**src/ttc_pkg.sv**
```systemverilog
`timescale 1ns / 1ps
// ----------------------------------------------------------------------------
// Text terminal package
// Shared types and codes of the text terminal controller.
// ----------------------------------------------------------------------------
package ttc_pkg;

  typedef enum logic [2:0] {
    PS_START, PS_BRACKET, PS_BRACKET_SEMI, PS_NUM1, PS_NUM1_SEMI, PS_NUM2
  } parse_e;

  typedef enum logic [1:0] {ST_IDLE, ST_BUSY, ST_MATCH, ST_FAIL} esc_status_e;

  typedef enum logic [2:0] {
    FS_IDLE, FS_CLEAR, FS_READ, FS_SCROLL_RD, FS_SCROLL_WR, FS_FILL, FS_DONE
  } fsm_e;

  localparam logic [4:0] C_CUP = 5'd0;
  localparam logic [4:0] C_CUU = 5'd1;
  localparam logic [4:0] C_CUD = 5'd2;
  localparam logic [4:0] C_CUF = 5'd3;
  localparam logic [4:0] C_CUB = 5'd4;
  localparam logic [4:0] C_HOME = 5'd5;
  localparam logic [4:0] C_NEL = 5'd6;
  localparam logic [4:0] C_SAVE = 5'd7;
  localparam logic [4:0] C_RESTORE = 5'd8;
  localparam logic [4:0] C_RIS = 5'd9;
  localparam logic [4:0] C_IND = 5'd10;
  localparam logic [4:0] C_RI = 5'd11;
  localparam logic [4:0] C_DECSTBM = 5'd12;
  localparam logic [4:0] C_ED0 = 5'd13;
  localparam logic [4:0] C_EL0 = 5'd16;
  localparam logic [4:0] C_SGR0 = 5'd17;

  localparam logic [7:0] ESC_CODE = 8'h1B;
  localparam logic [7:0] SPACE_CODE = 8'h20;
  localparam logic [7:0] TILDE_CODE = 8'h7E;
  localparam logic [7:0] NL_CODE = 8'h0A;

  localparam logic CMD_SEND = 1'b0;
  localparam logic CMD_READ = 1'b1;

  typedef struct packed {
    logic [10:0] cursor_position;
    logic [7:0]  cell_char;
    logic [1:0]  escape_status;
    logic [4:0]  matched_command;
  } result_t;

endpackage

```
**src/ttc_parser.sv**
```systemverilog
`timescale 1ns / 1ps
// ----------------------------------------------------------------------------
// Escape parser
// Combinational next-state of the VT100 escape sequence parser.
// ----------------------------------------------------------------------------
module ttc_parser (
  input  ttc_pkg::parse_e      state_i,
  input  logic [7:0]           key_i,
  input  logic [7:0]           num1_i,
  input  logic [7:0]           num2_i,
  output ttc_pkg::parse_e      state_o,
  output logic [7:0]           num1_o,
  output logic [7:0]           num2_o,
  output ttc_pkg::esc_status_e status_o,
  output logic [4:0]           code_o
);

  logic       is_dig;
  logic [3:0] dig;
  logic [11:0] acc1, acc2;

  assign is_dig = (key_i >= 8'h30) && (key_i <= 8'h39);
  assign dig = key_i[3:0];
  // decimal accumulate with saturation at 255
  assign acc1 = {1'b0, num1_i, 3'b0} + {3'b0, num1_i, 1'b0} + {8'b0, dig};
  assign acc2 = {1'b0, num2_i, 3'b0} + {3'b0, num2_i, 1'b0} + {8'b0, dig};

  always_comb begin
    state_o = state_i;
    num1_o = num1_i;
    num2_o = num2_i;
    status_o = ttc_pkg::ST_FAIL;
    code_o = 5'd0;
    unique case (state_i)
      ttc_pkg::PS_START: begin
        status_o = ttc_pkg::ST_MATCH;
        case (key_i)
          8'h5B: begin state_o = ttc_pkg::PS_BRACKET; status_o = ttc_pkg::ST_BUSY; end
          8'h63: code_o = ttc_pkg::C_RIS;
          8'h44: code_o = ttc_pkg::C_IND;
          8'h45: code_o = ttc_pkg::C_NEL;
          8'h4D: code_o = ttc_pkg::C_RI;
          8'h37: code_o = ttc_pkg::C_SAVE;
          8'h38: code_o = ttc_pkg::C_RESTORE;
          default: status_o = ttc_pkg::ST_FAIL;
        endcase
      end
      ttc_pkg::PS_BRACKET: begin
        status_o = ttc_pkg::ST_MATCH;
        if (is_dig) begin
          num1_o = {4'd0, dig}; state_o = ttc_pkg::PS_NUM1; status_o = ttc_pkg::ST_BUSY;
        end else begin
          case (key_i)
            8'h3B: begin state_o = ttc_pkg::PS_BRACKET_SEMI; status_o = ttc_pkg::ST_BUSY; end
            8'h48, 8'h66: code_o = ttc_pkg::C_HOME;
            8'h4A: code_o = ttc_pkg::C_ED0;
            8'h4B: code_o = ttc_pkg::C_EL0;
            8'h6D: code_o = ttc_pkg::C_SGR0;
            default: status_o = ttc_pkg::ST_FAIL;
          endcase
        end
      end
      ttc_pkg::PS_BRACKET_SEMI: begin
        if (key_i == 8'h48 || key_i == 8'h66) begin
          status_o = ttc_pkg::ST_MATCH; code_o = ttc_pkg::C_HOME;
        end
      end
      ttc_pkg::PS_NUM1: begin
        status_o = ttc_pkg::ST_MATCH;
        if (is_dig) begin
          num1_o = (acc1 > 12'd255) ? 8'd255 : acc1[7:0];
          status_o = ttc_pkg::ST_BUSY;
        end else begin
          case (key_i)
            8'h3B: begin state_o = ttc_pkg::PS_NUM1_SEMI; status_o = ttc_pkg::ST_BUSY; end
            8'h41: code_o = ttc_pkg::C_CUU;
            8'h42: code_o = ttc_pkg::C_CUD;
            8'h43: code_o = ttc_pkg::C_CUF;
            8'h44: code_o = ttc_pkg::C_CUB;
            8'h4A: begin
              if (num1_i >= 8'd3) status_o = ttc_pkg::ST_FAIL;
              else code_o = ttc_pkg::C_ED0 + num1_i[4:0];
            end
            8'h6D: begin
              if (num1_i == 8'd3 || num1_i > 8'd8) status_o = ttc_pkg::ST_FAIL;
              else code_o = ttc_pkg::C_SGR0 + num1_i[4:0];
            end
            default: status_o = ttc_pkg::ST_FAIL;
          endcase
        end
      end
      ttc_pkg::PS_NUM1_SEMI: begin
        if (is_dig) begin
          num2_o = {4'd0, dig}; state_o = ttc_pkg::PS_NUM2; status_o = ttc_pkg::ST_BUSY;
        end
      end
      ttc_pkg::PS_NUM2: begin
        status_o = ttc_pkg::ST_MATCH;
        if (is_dig) begin
          num2_o = (acc2 > 12'd255) ? 8'd255 : acc2[7:0];
          status_o = ttc_pkg::ST_BUSY;
        end else begin
          case (key_i)
            8'h72: code_o = ttc_pkg::C_DECSTBM;
            8'h48, 8'h66: code_o = ttc_pkg::C_CUP;
            default: status_o = ttc_pkg::ST_FAIL;
          endcase
        end
      end
      default: status_o = ttc_pkg::ST_FAIL;
    endcase
  end

endmodule

```
**config.mk**
```make
export PLATFORM = sky130hd
export DESIGN_NAME = ttc_parser
export DESIGN_NICKNAME = d
export VERILOG_FILES = /design/src/ttc_pkg.sv /design/src/ttc_parser.sv
export SDC_FILE = /design/constraint.sdc
export NUM_CORES = 1
export LEC_CHECK = 0
export BUFFER_PORTS_ARGS = -buffer_cell sky130_fd_sc_hd__buf_4
export CAP_MARGIN = 20
export CORE_ASPECT_RATIO = 2
export CORE_MARGIN = 10
export CORE_UTILIZATION = 40
export DETAILED_ROUTE_END_ITERATION = 8
export GPL_TIMING_DRIVEN = 0
export PLACE_DENSITY_LB_ADDON = 0.25
export SYNTH_ARGS = -nofsm -noshare
export SYNTH_HDL_FRONTEND = slang
export SYNTH_SLANG_ARGS = --single-unit
```
**constraint.sdc**
```tcl
create_clock -name vclk -period 3.75
set_input_delay 0.1875 -clock vclk [all_inputs]
set_output_delay 0.1875 -clock vclk [all_outputs]
set_load 0.01 [all_outputs]
```
Yosys cells after proc, flatten, opt, wreduce, memory -nomap -nowiden
Cells that the tools add are included.
{"block": "word_totals", "latchBits": 0, "ram_bits": 0, "n_memories": 0, "reg_bits": 0, "mem_bits_ro": 0, "in_bits": 27}
{"block": "classes", "div": 0, "n_mux": 38, "add_sub_neg": 6, "reduce_logical": 9, "order_cmp": 6, "mul": 0, "eq_ne": 23, "shift": 0, "n_bitwise": 0}
{"operator": "== test 8 x 7 -> 1 bit (second input constant)", "count": 14}
{"operator": "two-way mux 8 bit", "count": 6}
{"operator": "one-hot mux 8 bit (2 select lines)", "count": 2}
{"operator": "one-hot mux 5 bit (6 select lines)", "count": 1}
{"operator": "one-hot mux 5 bit (5 select lines)", "count": 1}
{"operator": "adder 11 x 9 -> 12 bit", "count": 2}
{"operator": "adder 12 x 4 -> 12 bit", "count": 2}
{"operator": "== test 8 x 6 -> 1 bit (second input constant)", "count": 3}
{"operator": "greater-than comparator 12 x 8 -> 1 bit (second input constant)", "count": 2}
{"operator": "one-hot mux 4 bit (6 select lines)", "count": 1}
{"operator": "two-way mux 3 bit", "count": 7}
{"operator": "two-way mux 5 bit", "count": 4}
{"operator": "one-hot mux 5 bit (4 select lines)", "count": 1}
{"operator": "one-hot mux 2 bit (6 select lines)", "count": 1}
{"operator": "one-hot mux 3 bit (4 select lines)", "count": 1}
{"operator": "== test 8 x 2 -> 1 bit (second input constant)", "count": 1}
{"operator": ">= comparator 8 x 2 -> 1 bit (second input constant)", "count": 1}
{"operator": ">= comparator 8 x 6 -> 1 bit (second input constant)", "count": 1}
{"operator": "greater-than comparator 8 x 4 -> 1 bit (second input constant)", "count": 1}
{"operator": "less-or-equal comparator 8 x 6 -> 1 bit (second input constant)", "count": 1}
{"operator": "two-way mux 2 bit", "count": 4}
{"operator": "two-way mux 4 bit", "count": 2}
{"operator": "one-hot mux 2 bit (2 select lines)", "count": 2}
{"operator": "one-hot mux 2 bit (4 select lines)", "count": 1}
{"operator": "other kinds (14)", "count": 20}

Longest topological paths before layout
{"block": "logic_depth", "depth_word": 6, "ltp_mapped": 10, "ltp_nobuf": 9}

Least setup slack after synthesis
Ideal clock, no wire load.
{"block": "synth_timing", "kind": "in2out", "from": "in key_i[2]", "to": "out num2_o[7]", "required_ns": 3.562, "path_slack_ns": 0.927, "arrival_ns": 2.635, "path_stages": 10, "path_cell_list": "ha_1 > ha_1 > fa_1 > a211o_1 > a21oi_1 > a221oi_1 > or4_1 > buf_4 > nor2_1 > o21ai_0"}
{"block": "synth_via", "elab_chain_len": 5, "elab_cells_between_ends": 9}
{"item": "from (decl)", "line": "ttc_parser.sv:8", "text": "input logic [7:0] key_i,"}
{"item": "adder 12 x 4 -> 12 bit", "line": "ttc_parser.sv:26", "text": "assign acc2 = {1'b0, num2_i, 3'b0} + {3'b0, num2_i, 1'b0} + {8'b0, dig};"}
{"item": "greater-than comparator 12 x 8 -> 1 bit", "line": "ttc_parser.sv:100", "text": "num2_o = (acc2 > 12'd255) ? 8'd255 : acc2[7:0];"}
{"item": "two-way mux 8 bit", "line": "ttc_parser.sv:100"}
{"item": "two-way mux 8 bit", "line": "ttc_parser.sv:99", "text": "if (is_dig) begin"}
{"item": "one-hot mux 8 bit (2 select lines) (*)", "line": "ttc_parser.sv:34", "text": "unique case (state_i)"}
{"item": "to (decl)", "line": "ttc_parser.sv:13", "text": "output logic [7:0] num2_o,"}
Mark *: on every way between the ends. The rest lies on a longest branch, timed or not.

Final worst setup path
{"block": "layout_timing", "from": "in key_i[2]", "to": "out num2_o[1]"}
Same word-level chain as after synthesis.

==> impl_metrics.env <==
export IMPL_status="finished, final reports clean"
export IMPL_die_y_um=125
export IMPL_cts_hold_buf=0
export IMPL_nets=429
export IMPL_final_util=0.498
export IMPL_drt_first_pass_iters=4
export IMPL_fin_cells=424
export IMPL_dp_cells=424
export IMPL_grt_ovfl_total=0
export IMPL_final_common_cell="buf_4"
export IMPL_initialDrtViolationCount=146
export IMPL_routed_wl_um=8150
export IMPL_crit_arrival_ns=3.15
export IMPL_final_cell_mix="buf_4 (54), ha_1 (32), o21ai_0 (29)"
export IMPL_relSlewSlack=0.560
export IMPL_pre_cts_ws_ns=0.407
export IMPL_syn_avg_cell_area_um2=7.08
export IMPL_synthesis_nets=374
export IMPL_place_hpwl_um=6850
export IMPL_min_period_ns=3.34
export IMPL_setup_violations=0
export IMPL_design_seq_count=0
export IMPL_rows=38
export IMPL_finalWorstSetupSlack_ns=0.408
export IMPL_synth_cell_types=70
export IMPL_drc=0
export IMPL_grt_pass1_vias=2845
export IMPL_vias=2703
export IMPL_power_leakage_uw=0.00115
export IMPL_n_clock_buffer=0
export IMPL_seqCellArea_um2=0
export IMPL_hold_viol=0
export IMPL_syn_area_um2=2200
export IMPL_multiInputGateArea_um2=2080
export IMPL_grt_total_usage=0.170
export IMPL_port_buffers=53
export IMPL_postCtsSetupBuffers=0
export IMPL_yosysWarningCount=0
export IMPL_fmax_ghz=0.299
export IMPL_dieArea_um2=9050
export IMPL_drive_gt1_frac=0.214
export IMPL_power_density_nw_per_um2=141
export IMPL_gp_congestion=1.06
export IMPL_wl_per_cell_um=19.2
export IMPL_design_core_area_um2=5370
export IMPL_hp_class="in -> out"
export IMPL_period_share=0.891
export IMPL_grt_pass1_wl_um=13100
export IMPL_max_slew_worst_pin_slew_ns=0.651
export IMPL_start_kind="input pin"
export IMPL_area_growth_pct=21.5
export IMPL_path_max_fanout=10
export IMPL_cp_end_kind="output pin"
export IMPL_syn_inst=311
export IMPL_peakVddDrop_uv=70.5
export IMPL_pin_count=53
export IMPL_die_w_um=72.5
export IMPL_worstSetupPathType="in -> out"
export IMPL_vias_per_cell=6.38
export IMPL_antenna_cells=0
export IMPL_antenna_found_initial=0
export IMPL_drv_cap=0
export IMPL_setup_tns_final_ns=0
export IMPL_start_util=0.410
export IMPL_fill_cells=580
export IMPL_critPathRequiredTime_ns=3.56
export IMPL_cts_resized=0
export IMPL_ys_seq_area_frac=0
export IMPL_grt_max_degree=11
export IMPL_rsz0062_at_grt="no"
export IMPL_antenna_left=0
export IMPL_drv_slew=0
-- routing by layer --
metal	vias up	track usage	routed length, µm
met1	1267	0.160	2810
met2	86	0.341	4550
met3	31	0.0239	439
li1	1319	-	-
met4	0	0.0640	350
met5	-	0	0
-- worst paths after layout --
check,from,end,slack (ns),depth (start not counted)
worst min-delay path,num2_i[4],num2_o[4],0.69,4
worst max-delay path,key_i[2],num2_o[1],0.41,12
-- power by group --
part           internal (µW)  switching, µW
sequential                 0              0
clock                      0              0
combinational            160            217
-- logic make-up after synthesis --
family	after synthesis	synth area share
and+or+nand+nor	121	0.318
AOI/OAI and AO/OA	114	0.363
adders and majority gates	36	0.218
buffers and inverters	29	0.0534
xor gates and xnor gates	7	0.0279
muxes	4	0.0193
-- final cells by class --
cell class,instances,share of cell area
buffer,16,0.0257
inverter,13,0.0182
multi-input combinational,282,0.779
tap,60,0.0281
timing repair buffer,53,0.149
-- through the flow --
stage                     cell area [µm²]  power, µW  hold slack [ns]
after CTS                            2670        376            0.696
final                                2670        377            0.691
after detailed placement             2670        374            0.697
after global routing                 2670        418            0.722
after global placement               2670        369            0.691
after floorplan                      2200        249            0.503
-- worst max-delay path, stage by stage --
cell and delay (ns):
buf_4 0.15, ha_1 0.30, ha_1 0.26, fa_1 0.51, a211o_1 0.37, a21oi_1 0.22, a221oi_1 0.08, or4_1 0.54
buf_4 0.19, nor3_2 0.11, o31ai_1 0.09, buf_4 0.16
-- cell usage after synthesis (all sizes together), types with 6 or more instances --
cell	n	area (µm²)
inv	13	48.8
nor2	26	97.6
a31oi	6	37.5
buf	6	31.3
o211ai	7	66.3
clkbuf	10	37.5
nand2b	7	51.3
a21oi	20	104
a21o	7	52.6
nor3	6	40.0
nand3	11	55.1
a211oi	8	70.1
ha	32	400
nand2	27	104
o21ai	31	155
No activity file was read; power rests on OpenSTA's default activity.
